==> src/rtl/sfaq_pkg.sv <==
package sfaq_pkg;

   // register indexes
   localparam logic [2:0] REG_CHANNEL_ENABLE  = 3'd0;
   localparam logic [2:0] REG_LEAK_BASELINE   = 3'd1;
   localparam logic [2:0] REG_LEAK_THRESHOLD  = 3'd2;
   localparam logic [2:0] REG_EARTH_THRESHOLD = 3'd3;

   // channel_enable bit positions
   localparam int EN_LEAK     = 0;
   localparam int EN_NEUTRAL  = 1;
   localparam int EN_NEUT_ANA = 2;
   localparam int EN_NEUT_DIG = 3;
   localparam int EN_EARTH    = 4;
   localparam int EN_TEMP     = 5;
   localparam int EN_ESTOP    = 6;
   localparam int EN_PNC      = 7;
   localparam int EN_LID      = 8;

   // alarm flag bit positions
   localparam int FLAG_LEAK    = 0;
   localparam int FLAG_NEUTRAL = 1;
   localparam int FLAG_EARTH   = 2;
   localparam int FLAG_TEMP    = 3;
   localparam int FLAG_ESTOP   = 4;
   localparam int FLAG_PNC     = 5;
   localparam int FLAG_LID     = 6;

   // channel codes of an event
   localparam logic [2:0] CH_LEAK    = 3'd0;
   localparam logic [2:0] CH_NEUTRAL = 3'd1;
   localparam logic [2:0] CH_EARTH   = 3'd2;
   localparam logic [2:0] CH_TEMP    = 3'd3;
   localparam logic [2:0] CH_ESTOP   = 3'd4;
   localparam logic [2:0] CH_LID     = 3'd5;
   localparam int NUM_COUNTS = 6;

   // result kinds
   localparam logic KIND_EVENT  = 1'b0;
   localparam logic KIND_STATUS = 1'b1;

   // level and persistence limits
   localparam logic [15:0] NEUTRAL_LEVEL_LIMIT = 16'd700;
   localparam logic [15:0] TEMP_LEVEL_LIMIT    = 16'd1500;
   localparam logic [16:0] NEUTRAL_TIME_LIMIT  = 17'd3000;
   localparam logic [16:0] EARTH_TIME_LIMIT    = 17'd3000;
   localparam logic [16:0] TEMP_TIME_LIMIT     = 17'd120000;
   localparam logic [16:0] ESTOP_TIME_LIMIT    = 17'd100;
   localparam logic [16:0] PNC_TIME_LIMIT      = 17'd500 - 17'd1;
   localparam logic [16:0] LID_TIME_LIMIT      = 17'd1000;

   // result slots, in emission order
   localparam int NUM_SLOTS    = 8;
   localparam int SLOT_W       = $clog2(NUM_SLOTS);
   localparam int SLOT_LEAK    = 0;
   localparam int SLOT_NEUT_A  = 1;
   localparam int SLOT_NEUT_D  = 2;
   localparam int SLOT_EARTH   = 3;
   localparam int SLOT_TEMP    = 4;
   localparam int SLOT_ESTOP   = 5;
   localparam int SLOT_LID     = 6;
   localparam int SLOT_STATUS  = 7;

   typedef struct packed {
      logic [8:0]  channel_enable;
      logic [15:0] leak_baseline;
      logic [15:0] leak_threshold;
      logic [15:0] earth_threshold;
   } cfg_type;

   typedef struct packed {
      logic [7:0]  period;
      logic [15:0] leak_level;
      logic [15:0] neutral_level;
      logic        neutral_contact;
      logic [15:0] earth_level;
      logic [15:0] temp_level;
      logic        estop_contact;
      logic        pnc_contact;
      logic        lid_contact;
   } item_type;

   typedef struct packed {
      logic [6:0]                        alarm_active;
      logic [11:0]                       neutral_timer;
      logic [11:0]                       earth_timer;
      logic [16:0]                       temp_timer;
      logic [8:0]                        estop_timer;
      logic [9:0]                        pnc_timer;
      logic [10:0]                       lid_timer;
      logic [NUM_COUNTS-1:0][15:0]       raise_counts;
   } state_type;

   typedef struct packed {
      logic        kind;
      logic [2:0]  channel;
      logic        raised;
      logic [15:0] alarm_count;
      logic [6:0]  alarm_flags;
      logic        last;
   } result_type;

   typedef struct packed {
      logic [NUM_SLOTS-1:0]             vld;
      result_type [NUM_SLOTS-1:0]       ent;
   } list_type;

   typedef struct packed {
      logic [16:0] timer;
      logic        raise;
      logic        clear;
   } timed_type;

   // one persistence step of a timed channel
   function automatic timed_type timed_step(input logic fault, input logic active,
                                            input logic [16:0] timer,
                                            input logic [16:0] limit,
                                            input logic hold_clears,
                                            input logic [7:0] period);
      timed_type r;
      r.timer = timer;
      r.raise = 1'b0;
      r.clear = 1'b0;
      if (fault) begin
         if (active) begin
            if (hold_clears) begin
               r.timer = '0;
            end
         end else if (timer <= limit) begin
            r.timer = timer + {9'd0, period};
         end else begin
            r.raise = 1'b1;
         end
      end else begin
         r.timer = '0;
         r.clear = active;
      end
      return r;
   endfunction

   function automatic result_type make_event(input logic [2:0] ch, input logic raised,
                                             input logic [15:0] cnt,
                                             input logic [6:0] flags);
      result_type r;
      r.kind        = KIND_EVENT;
      r.channel     = ch;
      r.raised      = raised;
      r.alarm_count = cnt;
      r.alarm_flags = flags;
      r.last        = 1'b0;
      return r;
   endfunction

endpackage

==> src/rtl/sfaq_eval.sv <==
module sfaq_eval (
   input  sfaq_pkg::cfg_type   cfg,
   input  sfaq_pkg::item_type  item,
   input  sfaq_pkg::state_type state_cur,
   output sfaq_pkg::state_type state_next,
   output sfaq_pkg::list_type  list
);
   import sfaq_pkg::*;

   logic [15:0] leak_dev;
   logic        leak_fault;
   timed_type   t_na, t_nd, t_ea, t_te, t_es, t_pn, t_li;
   logic [6:0]  flags;
   logic [NUM_COUNTS-1:0][15:0] counts;

   always_comb begin
      leak_dev = (item.leak_level >= cfg.leak_baseline) ?
                 item.leak_level - cfg.leak_baseline :
                 cfg.leak_baseline - item.leak_level;
      leak_fault = leak_dev > cfg.leak_threshold;

      state_next = state_cur;
      flags      = state_cur.alarm_active;
      counts     = state_cur.raise_counts;
      list       = '0;
      t_na = '0; t_nd = '0; t_ea = '0; t_te = '0; t_es = '0; t_pn = '0; t_li = '0;

      // leakage, no persistence
      if (cfg.channel_enable[EN_LEAK]) begin
         if (leak_fault && !flags[FLAG_LEAK]) begin
            flags[FLAG_LEAK] = 1'b1;
            counts[CH_LEAK]  = counts[CH_LEAK] + 16'd1;
            list.vld[SLOT_LEAK] = 1'b1;
            list.ent[SLOT_LEAK] = make_event(CH_LEAK, 1'b1, counts[CH_LEAK], flags);
         end else if (!leak_fault && flags[FLAG_LEAK]) begin
            flags[FLAG_LEAK] = 1'b0;
            list.vld[SLOT_LEAK] = 1'b1;
            list.ent[SLOT_LEAK] = make_event(CH_LEAK, 1'b0, counts[CH_LEAK], flags);
         end
      end

      // neutral analog check
      if (cfg.channel_enable[EN_NEUTRAL] && cfg.channel_enable[EN_NEUT_ANA]) begin
         t_na = timed_step(item.neutral_level > NEUTRAL_LEVEL_LIMIT, flags[FLAG_NEUTRAL],
                           {5'd0, state_next.neutral_timer}, NEUTRAL_TIME_LIMIT, 1'b0,
                           item.period);
         state_next.neutral_timer = t_na.timer[11:0];
         if (t_na.raise) begin
            flags[FLAG_NEUTRAL] = 1'b1;
            counts[CH_NEUTRAL]  = counts[CH_NEUTRAL] + 16'd1;
         end else if (t_na.clear) begin
            flags[FLAG_NEUTRAL] = 1'b0;
         end
         list.vld[SLOT_NEUT_A] = t_na.raise | t_na.clear;
         list.ent[SLOT_NEUT_A] = make_event(CH_NEUTRAL, t_na.raise, counts[CH_NEUTRAL], flags);
      end

      // neutral digital check, same timer and alarm
      if (cfg.channel_enable[EN_NEUTRAL] && cfg.channel_enable[EN_NEUT_DIG]) begin
         t_nd = timed_step(!item.neutral_contact, flags[FLAG_NEUTRAL],
                           {5'd0, state_next.neutral_timer}, NEUTRAL_TIME_LIMIT, 1'b0,
                           item.period);
         state_next.neutral_timer = t_nd.timer[11:0];
         if (t_nd.raise) begin
            flags[FLAG_NEUTRAL] = 1'b1;
            counts[CH_NEUTRAL]  = counts[CH_NEUTRAL] + 16'd1;
         end else if (t_nd.clear) begin
            flags[FLAG_NEUTRAL] = 1'b0;
         end
         list.vld[SLOT_NEUT_D] = t_nd.raise | t_nd.clear;
         list.ent[SLOT_NEUT_D] = make_event(CH_NEUTRAL, t_nd.raise, counts[CH_NEUTRAL], flags);
      end

      // protective earth
      if (cfg.channel_enable[EN_EARTH]) begin
         t_ea = timed_step(item.earth_level > cfg.earth_threshold, flags[FLAG_EARTH],
                           {5'd0, state_cur.earth_timer}, EARTH_TIME_LIMIT, 1'b0,
                           item.period);
         state_next.earth_timer = t_ea.timer[11:0];
         if (t_ea.raise) begin
            flags[FLAG_EARTH] = 1'b1;
            counts[CH_EARTH]  = counts[CH_EARTH] + 16'd1;
         end else if (t_ea.clear) begin
            flags[FLAG_EARTH] = 1'b0;
         end
         list.vld[SLOT_EARTH] = t_ea.raise | t_ea.clear;
         list.ent[SLOT_EARTH] = make_event(CH_EARTH, t_ea.raise, counts[CH_EARTH], flags);
      end

      // ambient temperature
      if (cfg.channel_enable[EN_TEMP]) begin
         t_te = timed_step(item.temp_level > TEMP_LEVEL_LIMIT, flags[FLAG_TEMP],
                           state_cur.temp_timer, TEMP_TIME_LIMIT, 1'b1, item.period);
         state_next.temp_timer = t_te.timer;
         if (t_te.raise) begin
            flags[FLAG_TEMP] = 1'b1;
            counts[CH_TEMP]  = counts[CH_TEMP] + 16'd1;
         end else if (t_te.clear) begin
            flags[FLAG_TEMP] = 1'b0;
         end
         list.vld[SLOT_TEMP] = t_te.raise | t_te.clear;
         list.ent[SLOT_TEMP] = make_event(CH_TEMP, t_te.raise, counts[CH_TEMP], flags);
      end

      // emergency stop
      if (cfg.channel_enable[EN_ESTOP]) begin
         t_es = timed_step(item.estop_contact, flags[FLAG_ESTOP],
                           {8'd0, state_cur.estop_timer}, ESTOP_TIME_LIMIT, 1'b1,
                           item.period);
         state_next.estop_timer = t_es.timer[8:0];
         if (t_es.raise) begin
            flags[FLAG_ESTOP] = 1'b1;
            counts[CH_ESTOP]  = counts[CH_ESTOP] + 16'd1;
         end else if (t_es.clear) begin
            flags[FLAG_ESTOP] = 1'b0;
         end
         list.vld[SLOT_ESTOP] = t_es.raise | t_es.clear;
         list.ent[SLOT_ESTOP] = make_event(CH_ESTOP, t_es.raise, counts[CH_ESTOP], flags);
      end

      // pnc: alarm bit and timer only, no event
      if (cfg.channel_enable[EN_PNC]) begin
         t_pn = timed_step(item.pnc_contact, flags[FLAG_PNC],
                           {7'd0, state_cur.pnc_timer}, PNC_TIME_LIMIT, 1'b1, item.period);
         state_next.pnc_timer = t_pn.timer[9:0];
         if (t_pn.raise) begin
            flags[FLAG_PNC] = 1'b1;
         end else if (t_pn.clear) begin
            flags[FLAG_PNC] = 1'b0;
         end
      end

      // open lid
      if (cfg.channel_enable[EN_LID]) begin
         t_li = timed_step(!item.lid_contact, flags[FLAG_LID],
                           {6'd0, state_cur.lid_timer}, LID_TIME_LIMIT, 1'b1, item.period);
         state_next.lid_timer = t_li.timer[10:0];
         if (t_li.raise) begin
            flags[FLAG_LID] = 1'b1;
            counts[CH_LID]  = counts[CH_LID] + 16'd1;
         end else if (t_li.clear) begin
            flags[FLAG_LID] = 1'b0;
         end
         list.vld[SLOT_LID] = t_li.raise | t_li.clear;
         list.ent[SLOT_LID] = make_event(CH_LID, t_li.raise, counts[CH_LID], flags);
      end

      // end-of-tick status
      list.vld[SLOT_STATUS]             = 1'b1;
      list.ent[SLOT_STATUS].kind        = KIND_STATUS;
      list.ent[SLOT_STATUS].channel     = CH_LEAK;
      list.ent[SLOT_STATUS].raised      = 1'b0;
      list.ent[SLOT_STATUS].alarm_count = '0;
      list.ent[SLOT_STATUS].alarm_flags = flags;
      list.ent[SLOT_STATUS].last        = 1'b1;

      state_next.alarm_active = flags;
      state_next.raise_counts = counts;
   end

endmodule

==> src/rtl/sfaq_emit.sv <==
module sfaq_emit (
   input  logic                 clock,
   input  logic                 reset,
   input  logic                 load,
   input  sfaq_pkg::list_type   list,
   output logic                 load_ready,
   output logic                 rsp_valid,
   input  logic                 rsp_ready,
   output sfaq_pkg::result_type rsp_data
);
   import sfaq_pkg::*;

   logic [NUM_SLOTS-1:0]       buf_vld_ff, buf_vld_in;
   result_type [NUM_SLOTS-1:0] buf_ent_ff;
   logic                       rsp_valid_ff, rsp_valid_in;
   result_type                 rsp_data_ff;
   logic [SLOT_W-1:0]          pick;
   logic                       found;
   logic                       pending;
   logic                       single;
   logic                       move;

   // lowest pending slot goes out first
   always_comb begin
      pick  = '0;
      found = 1'b0;
      for (int i = 0; i < NUM_SLOTS; i++) begin
         if (buf_vld_ff[i] && !found) begin
            pick  = SLOT_W'(i);
            found = 1'b1;
         end
      end
   end

   always_comb begin
      pending    = |buf_vld_ff;
      single     = ((buf_vld_ff & (buf_vld_ff - NUM_SLOTS'(1))) == '0);
      move       = pending && (!rsp_valid_ff || rsp_ready);
      load_ready = !pending || (move && single);

      buf_vld_in = buf_vld_ff;
      if (move) begin
         buf_vld_in[pick] = 1'b0;
      end
      if (load) begin
         buf_vld_in = list.vld;
      end

      rsp_valid_in = rsp_valid_ff;
      if (move) begin
         rsp_valid_in = 1'b1;
      end else if (rsp_ready) begin
         rsp_valid_in = 1'b0;
      end
   end

   always_ff @(posedge clock) begin
      if (reset) begin
         buf_vld_ff   <= '0;
         rsp_valid_ff <= 1'b0;
      end else begin
         buf_vld_ff   <= buf_vld_in;
         rsp_valid_ff <= rsp_valid_in;
      end
   end

   always_ff @(posedge clock) begin
      if (load) begin
         buf_ent_ff <= list.ent;
      end
      if (move) begin
         rsp_data_ff <= buf_ent_ff[pick];
      end
   end

   assign rsp_valid = rsp_valid_ff;
   assign rsp_data  = rsp_data_ff;

endmodule

==> src/rtl/sensor_fault_alarm_qualifier_unit.sv <==
// channel   direction  handshake               payload
// req       in         req_valid / req_ready   one monitoring tick (period + readings)
// rsp       out        rsp_valid / rsp_ready   alarm event or end-of-tick status
// csr       in         csr_write_enable        csr_index, csr_write_data (no read-back)
//
// a tick gives one result per cycle while rsp_ready is high, 1 to 8 results,
// always ending with status; the result serializer sets the rate
// an accepted tick passes the input register, result list buffer and output register
// status-only ticks are taken back to back, one per cycle while rsp_ready is high
// reset clears config, alarms, timers, raise counts and all valid flags
// rsp stalls hold the output register; req_ready drops once the input register backs up
module sensor_fault_alarm_qualifier_unit (
   input  logic        clock,
   input  logic        reset,
   // tick input
   input  logic        req_valid,
   output logic        req_ready,
   input  logic [7:0]  req_period,
   input  logic [15:0] req_leak_level,
   input  logic [15:0] req_neutral_level,
   input  logic        req_neutral_contact,
   input  logic [15:0] req_earth_level,
   input  logic [15:0] req_temp_level,
   input  logic        req_estop_contact,
   input  logic        req_pnc_contact,
   input  logic        req_lid_contact,
   // result output
   output logic        rsp_valid,
   input  logic        rsp_ready,
   output logic        rsp_kind,
   output logic [2:0]  rsp_channel,
   output logic        rsp_raised,
   output logic [15:0] rsp_alarm_count,
   output logic [6:0]  rsp_alarm_flags,
   output logic        rsp_last,
   // configuration writes
   input  logic        csr_write_enable,
   input  logic [2:0]  csr_index,
   input  logic [15:0] csr_write_data
);
   import sfaq_pkg::*;

   cfg_type    cfg_ff, cfg_in;
   item_type   item_ff;
   logic       item_vld_ff, item_vld_in;
   state_type  state_ff, state_in;
   state_type  state_next_w;
   list_type   list;
   result_type rsp_data;
   logic       load;
   logic       load_ready;
   logic       req_take;

   // configuration registers, out-of-range indexes are ignored
   always_comb begin
      cfg_in = cfg_ff;
      if (csr_write_enable) begin
         unique case (csr_index)
            REG_CHANNEL_ENABLE:  cfg_in.channel_enable  = csr_write_data[8:0];
            REG_LEAK_BASELINE:   cfg_in.leak_baseline   = csr_write_data;
            REG_LEAK_THRESHOLD:  cfg_in.leak_threshold  = csr_write_data;
            REG_EARTH_THRESHOLD: cfg_in.earth_threshold = csr_write_data;
            default:             cfg_in = cfg_ff;
         endcase
      end
   end

   // input register: a tick moves on once the result list has room
   assign load      = item_vld_ff && load_ready;
   assign req_ready = !item_vld_ff || load_ready;
   assign req_take  = req_valid && req_ready;

   always_comb begin
      item_vld_in = item_vld_ff;
      if (req_take) begin
         item_vld_in = 1'b1;
      end else if (load) begin
         item_vld_in = 1'b0;
      end
      // channel state advances only when the tick is qualified
      state_in = load ? state_next_w : state_ff;
   end

   always_ff @(posedge clock) begin
      if (reset) begin
         cfg_ff      <= '0;
         item_vld_ff <= 1'b0;
         state_ff    <= '0;
      end else begin
         cfg_ff      <= cfg_in;
         item_vld_ff <= item_vld_in;
         state_ff    <= state_in;
      end
   end

   // tick payload, no reset needed
   always_ff @(posedge clock) begin
      if (req_take) begin
         item_ff.period          <= req_period;
         item_ff.leak_level      <= req_leak_level;
         item_ff.neutral_level   <= req_neutral_level;
         item_ff.neutral_contact <= req_neutral_contact;
         item_ff.earth_level     <= req_earth_level;
         item_ff.temp_level      <= req_temp_level;
         item_ff.estop_contact   <= req_estop_contact;
         item_ff.pnc_contact     <= req_pnc_contact;
         item_ff.lid_contact     <= req_lid_contact;
      end
   end

   // all channels qualified in one pass, giving the ordered result list
   sfaq_eval u_eval (
      .cfg        (cfg_ff),
      .item       (item_ff),
      .state_cur  (state_ff),
      .state_next (state_next_w),
      .list       (list)
   );

   // result list buffer and output register
   sfaq_emit u_emit (
      .clock      (clock),
      .reset      (reset),
      .load       (load),
      .list       (list),
      .load_ready (load_ready),
      .rsp_valid  (rsp_valid),
      .rsp_ready  (rsp_ready),
      .rsp_data   (rsp_data)
   );

   assign rsp_kind        = rsp_data.kind;
   assign rsp_channel     = rsp_data.channel;
   assign rsp_raised      = rsp_data.raised;
   assign rsp_alarm_count = rsp_data.alarm_count;
   assign rsp_alarm_flags = rsp_data.alarm_flags;
   assign rsp_last        = rsp_data.last;

endmodule

==> config.mk <==
export PLATFORM = sky130hd
export DESIGN_NAME = sensor_fault_alarm_qualifier_unit
export DESIGN_NICKNAME = d
export VERILOG_FILES = /design/src/rtl/sfaq_pkg.sv /design/src/rtl/sfaq_eval.sv /design/src/rtl/sfaq_emit.sv /design/src/rtl/sensor_fault_alarm_qualifier_unit.sv
export SDC_FILE = /design/constraint.sdc
export NUM_CORES = 1
export LEC_CHECK = 0
export ABC_AREA = 1
export BUFFER_PORTS_ARGS = -buffer_cell sky130_fd_sc_hd__buf_2
export CAP_MARGIN = 15
export CORE_AREA = 2 2 235 237
export CTS_CLUSTER_DIAMETER = 200
export CTS_CLUSTER_SIZE = 24
export DETAILED_ROUTE_END_ITERATION = 8
export DIE_AREA = 0 0 237 239
export PLACE_DENSITY_LB_ADDON = 0.08
export RECOVER_POWER = 25
export REMOVE_ABC_BUFFERS = 1
export SLEW_MARGIN = 15
export SYNTH_ARGS = -nofsm -noshare
export SYNTH_HDL_FRONTEND = slang
export SYNTH_SLANG_ARGS = --single-unit
==> constraint.sdc <==
create_clock -name clock -period 4.9 [get_ports clock]
set_input_delay 0.49 -clock clock [delete_from_list [all_inputs] [get_ports clock]]
set_output_delay 0.49 -clock clock [all_outputs]
set_load 0.02 [all_outputs]
==> reports/metrics.csv <==
stage,metric,value,unit
pwr,worst IR drop on VDD,0.000307,V
cells_and_area,share of post-route cells with drive strength above 1,0.0721,
grt,remaining global-route overflow,0,
sta,maximum operating frequency,0.212,GHz
clock_network,clock tree buffer depth,3,
yosys,Post-Syn Area,27800,µm²
yosys,adder-cell area share of the yosys netlist,0.0640,
clock_network,clock latency of the later-clocked register in the worst-skew pair,630,ps
floorplanning,overall die area,56600,µm²
outcome,violations in the final reports,"capacitance limit, slew limit",
yosys,"Seq/Total Area, Yosys",0.480,
drt,Detailed Routing Iterations Pass 1,6,
setup_path,maximum fanout along the worst path,12,
sta,number of hold violations in the final report,0,
setup_path,arrival time reported for the critical path endpoint,5090,ps
yosys,"synthesized-area fraction occupied by ao, oa, aoi and oai cells",0.153,
yosys,post-synthesis simple-gate area fraction,0.182,
grt,pin count of the biggest net entering global routing,71,
yosys,share of synthesized flip-flops with an asynchronous set or reset,0,
clock_network,post-CTS clock slew at the launch and capture registers of the worst setup and hold paths,110,ps
cells_and_area,combined flip-flop and latch cell area,13400,µm²
floorplanning,die height,239,µm
drt,routed via count divided by cell count,5.62,
yosys,portion of synthesized cell area occupied by the leading cell type,0.306,
floorplanning,chip width,237,µm
floorplanning,number of placement rows,86,
grt,initial antenna violation count,0,
sta,Worst-Margin Slew,2780,ps
setup_path,endpoint required time on the critical path,5290,ps
sta,Setup-failing EPs final,0,
cells_and_area,multi-input gate area in the final layout,12400,µm²
drt,wire length per cell after detailed routing,19.2,µm
pwr,Lkg Pwr,11.8,nW
floorplanning,standard cell core area,54300,µm²
clock_network,number of CTS-inserted buffers,25,
floorplanning,I/O pin cnt,131,
drt,total wire length after detailed routing,79300,µm
sta,fraction of the cycle the final worst path needs,0.961,
sta,count of final max-slew check failures,130,
setup_path,buffers and inverters on the worst path,10,
sta,Final TNS setup,0,ps
sta,minimum clock period after layout,4710,ps
yosys,synthesized netlist cell count,3306,
sta,relative slew slack,-0.850,
grt,global-route wire length before repair,123000,µm
drt,count of nets left with antenna violations after detail routing,0,
place,sum of net half-perimeters after detailed placement,57700,µm
clock_network,CTS root buf,sky130_fd_sc_hd__clkbuf_16,
pwr,power per standard cell area,293,nW/µm²
place,Port-buffer cells,130,
cells_and_area,number of nets in the layout,3642,
pwr,total power of the final layout,8.85,mW
setup_path,most common cell type on the critical path,sky130_fd_sc_hd__inv_1,
clock_network,clock sink total,525,
setup_path,type of origin of the critical path,register,
yosys,register bit total from synthesis,525,
place,last weighted congestion value of the routability-driven placer,0.931,
drt,vias,23200,
setup_path,gate family responsible for the most delay along the worst path,buffers and inverters,
cells_and_area,area overhead of the layout relative to synthesis,8.43,%
drt,DRC violations left,0,
yosys,dominant combinational cell family by area after synthesis,simple AND/OR/NAND/NOR gates,
clock_network,CTS tree,yes,
setup_path,crit path capture type,register,
yosys,Post-synth EDFFs,284,
yosys,mean post-synth cell area,8.42,µm²
yosys,multiplexer share of the synthesized area,0.00189,
run,count of maximum capacitance violations,3,
clock_network,maximum level of the CTS H-tree,1,
outcome,status,"complete, but fails checks",
yosys,top area cells in the synthesized netlist,"sky130_fd_sc_hd__edfxtp_1 (31%), sky130_fd_sc_hd__dfxtp_1 (17%), sky130_fd_sc_hd__nand2_1 (7.5%)",
drt,Iter 0 DRT Violations,1910,
worst_hold_path,worst min path class,in -> reg,
yosys,most common cell in the netlist,sky130_fd_sc_hd__nand2_1,
yosys,XOR/XNOR Fraction of Synth Area,0.0415,
yosys,"area leader, netlist",sky130_fd_sc_hd__edfxtp_1,
setup_path,delay of the slowest cell on the worst path,420,ps
yosys,most instantiated flip-flop cell in the synthesis netlist,sky130_fd_sc_hd__edfxtp_1,
setup_path,class of the most critical setup path,reg -> reg,
grt,Global Route Usage Sum,0.276,
yosys,top cell types by occurrence after synthesis,"sky130_fd_sc_hd__nand2_1 (558), sky130_fd_sc_hd__inv_1 (446), sky130_fd_sc_hd__a21oi_1 (336), sky130_fd_sc_hd__nor2_1 (326), sky130_fd_sc_hd__edfxtp_1 (284)",
floorplanning,effective utilization at floorplan,0.512,
cells_and_area,Filler Cell Count,4970,
yosys,YS warnings,0,
cells_and_area,# diodes,0,
yosys,post-synthesis cell type count,72,
sta,worst clock skew,46.2,ps
setup_path,CP max stage cell,sky130_fd_sc_hd__edfxtp_1,
grt,number of global-route vias before repair,22300,
[layout by cell type (no fill, tap or decap), types with 29 or more instances in the layout]
master                       n
sky130_fd_sc_hd__nand2_1   556
sky130_fd_sc_hd__inv_1     440
sky130_fd_sc_hd__a21oi_1   335
sky130_fd_sc_hd__nor2_1    325
sky130_fd_sc_hd__edfxtp_1  284
sky130_fd_sc_hd__o21ai_0   243
sky130_fd_sc_hd__dfxtp_1   241
sky130_fd_sc_hd__ha_1      126
sky130_fd_sc_hd__nand3_1   121
sky130_fd_sc_hd__xor2_1     99
sky130_fd_sc_hd__buf_2      97
sky130_fd_sc_hd__nor3_1     61
sky130_fd_sc_hd__nand4_1    58
sky130_fd_sc_hd__clkbuf_1   56
sky130_fd_sc_hd__buf_4      41
sky130_fd_sc_hd__xnor2_1    33
sky130_fd_sc_hd__a22oi_1    29
[path summary, 6_finish.rpt]
kind | start | to | slack [ps] | depth (start not counted)
max reg2reg | item_ff[52] | u_emit.buf_ent_ff[22] | 190 | 28
min reg2reg | cfg_ff[50] | cfg_ff[50] | 460 | 2
max | item_ff[52] | u_emit.buf_ent_ff[22] | 190 | 28
min | req_neutral_level[7] | item_ff[43] | 60 | 1
[what timing repair did]
action                     in CTS  in global routing
setup endpoints to repair      23                 41
cloned                          0                  1
pin swaps                       0                  5
setup buffers                   0                  5
hold buffers                    0                  0
resized for setup               3                 36
[per-layer routing]
metal	share of wire	track usage	routed length [µm]	vias to the layer above
met5	0	0	0	-
met4	0.042	0.103	3290	0
met3	0.050	0.0274	4000	155
met2	0.48	0.482	38400	751
met1	0.42	0.355	33600	11000
li1	-	-	-	11300
[cell type report]
class	count	area share
inverters	457	0.0574
multi-input cells	2211	0.412
clock inverters	2	0.000456
well taps	704	0.0292
clock buffers	44	0.0231
flip-flops and latches	525	0.442
repair buffers	185	0.0361
[cells by family after synthesis]
logic type | Yosys count
buf+inv | 570
simple gates | 1184
fa+ha+maj | 137
flops | 525
mux | 5
compound gates | 753
xor+xnor | 132
[state kept, by name, summed over array words and instances, names as in the netlist]
signal	flops
u_emit.rsp_data	28
u_emit.buf_ent_ff	180
cfg_ff	57
item_ff	76
u_emit.buf_vld_ff	8
u_emit.rsp_valid	1
item_vld_ff	1
state_ff	174
[stage by stage]
step | instances | hold WS, ps | setup WS [ps] | utilization | cell area, µm²
finish | 4128 | 60.9 | 194 | 0.556 | 30200
global route | 4128 | 44.8 | -102 | 0.556 | 30200
CTS | 4122 | 30.6 | 17.3 | 0.554 | 30100
floorplan | 3193 | 426 | -3200 | - | 27400
global placement | 4076 | 433 | 7.41 | 0.541 | 29400
detailed placement | 4076 | 438 | -70.7 | 0.541 | 29400
[report_power, final]
part	leakage (nW)	internal (mW)	switching [mW]
registers	4.74	4.90	0.139
clock network	0.339	0.979	1.44
logic	6.73	0.444	0.938
Note: power is estimated with default switching activity, not from simulation.
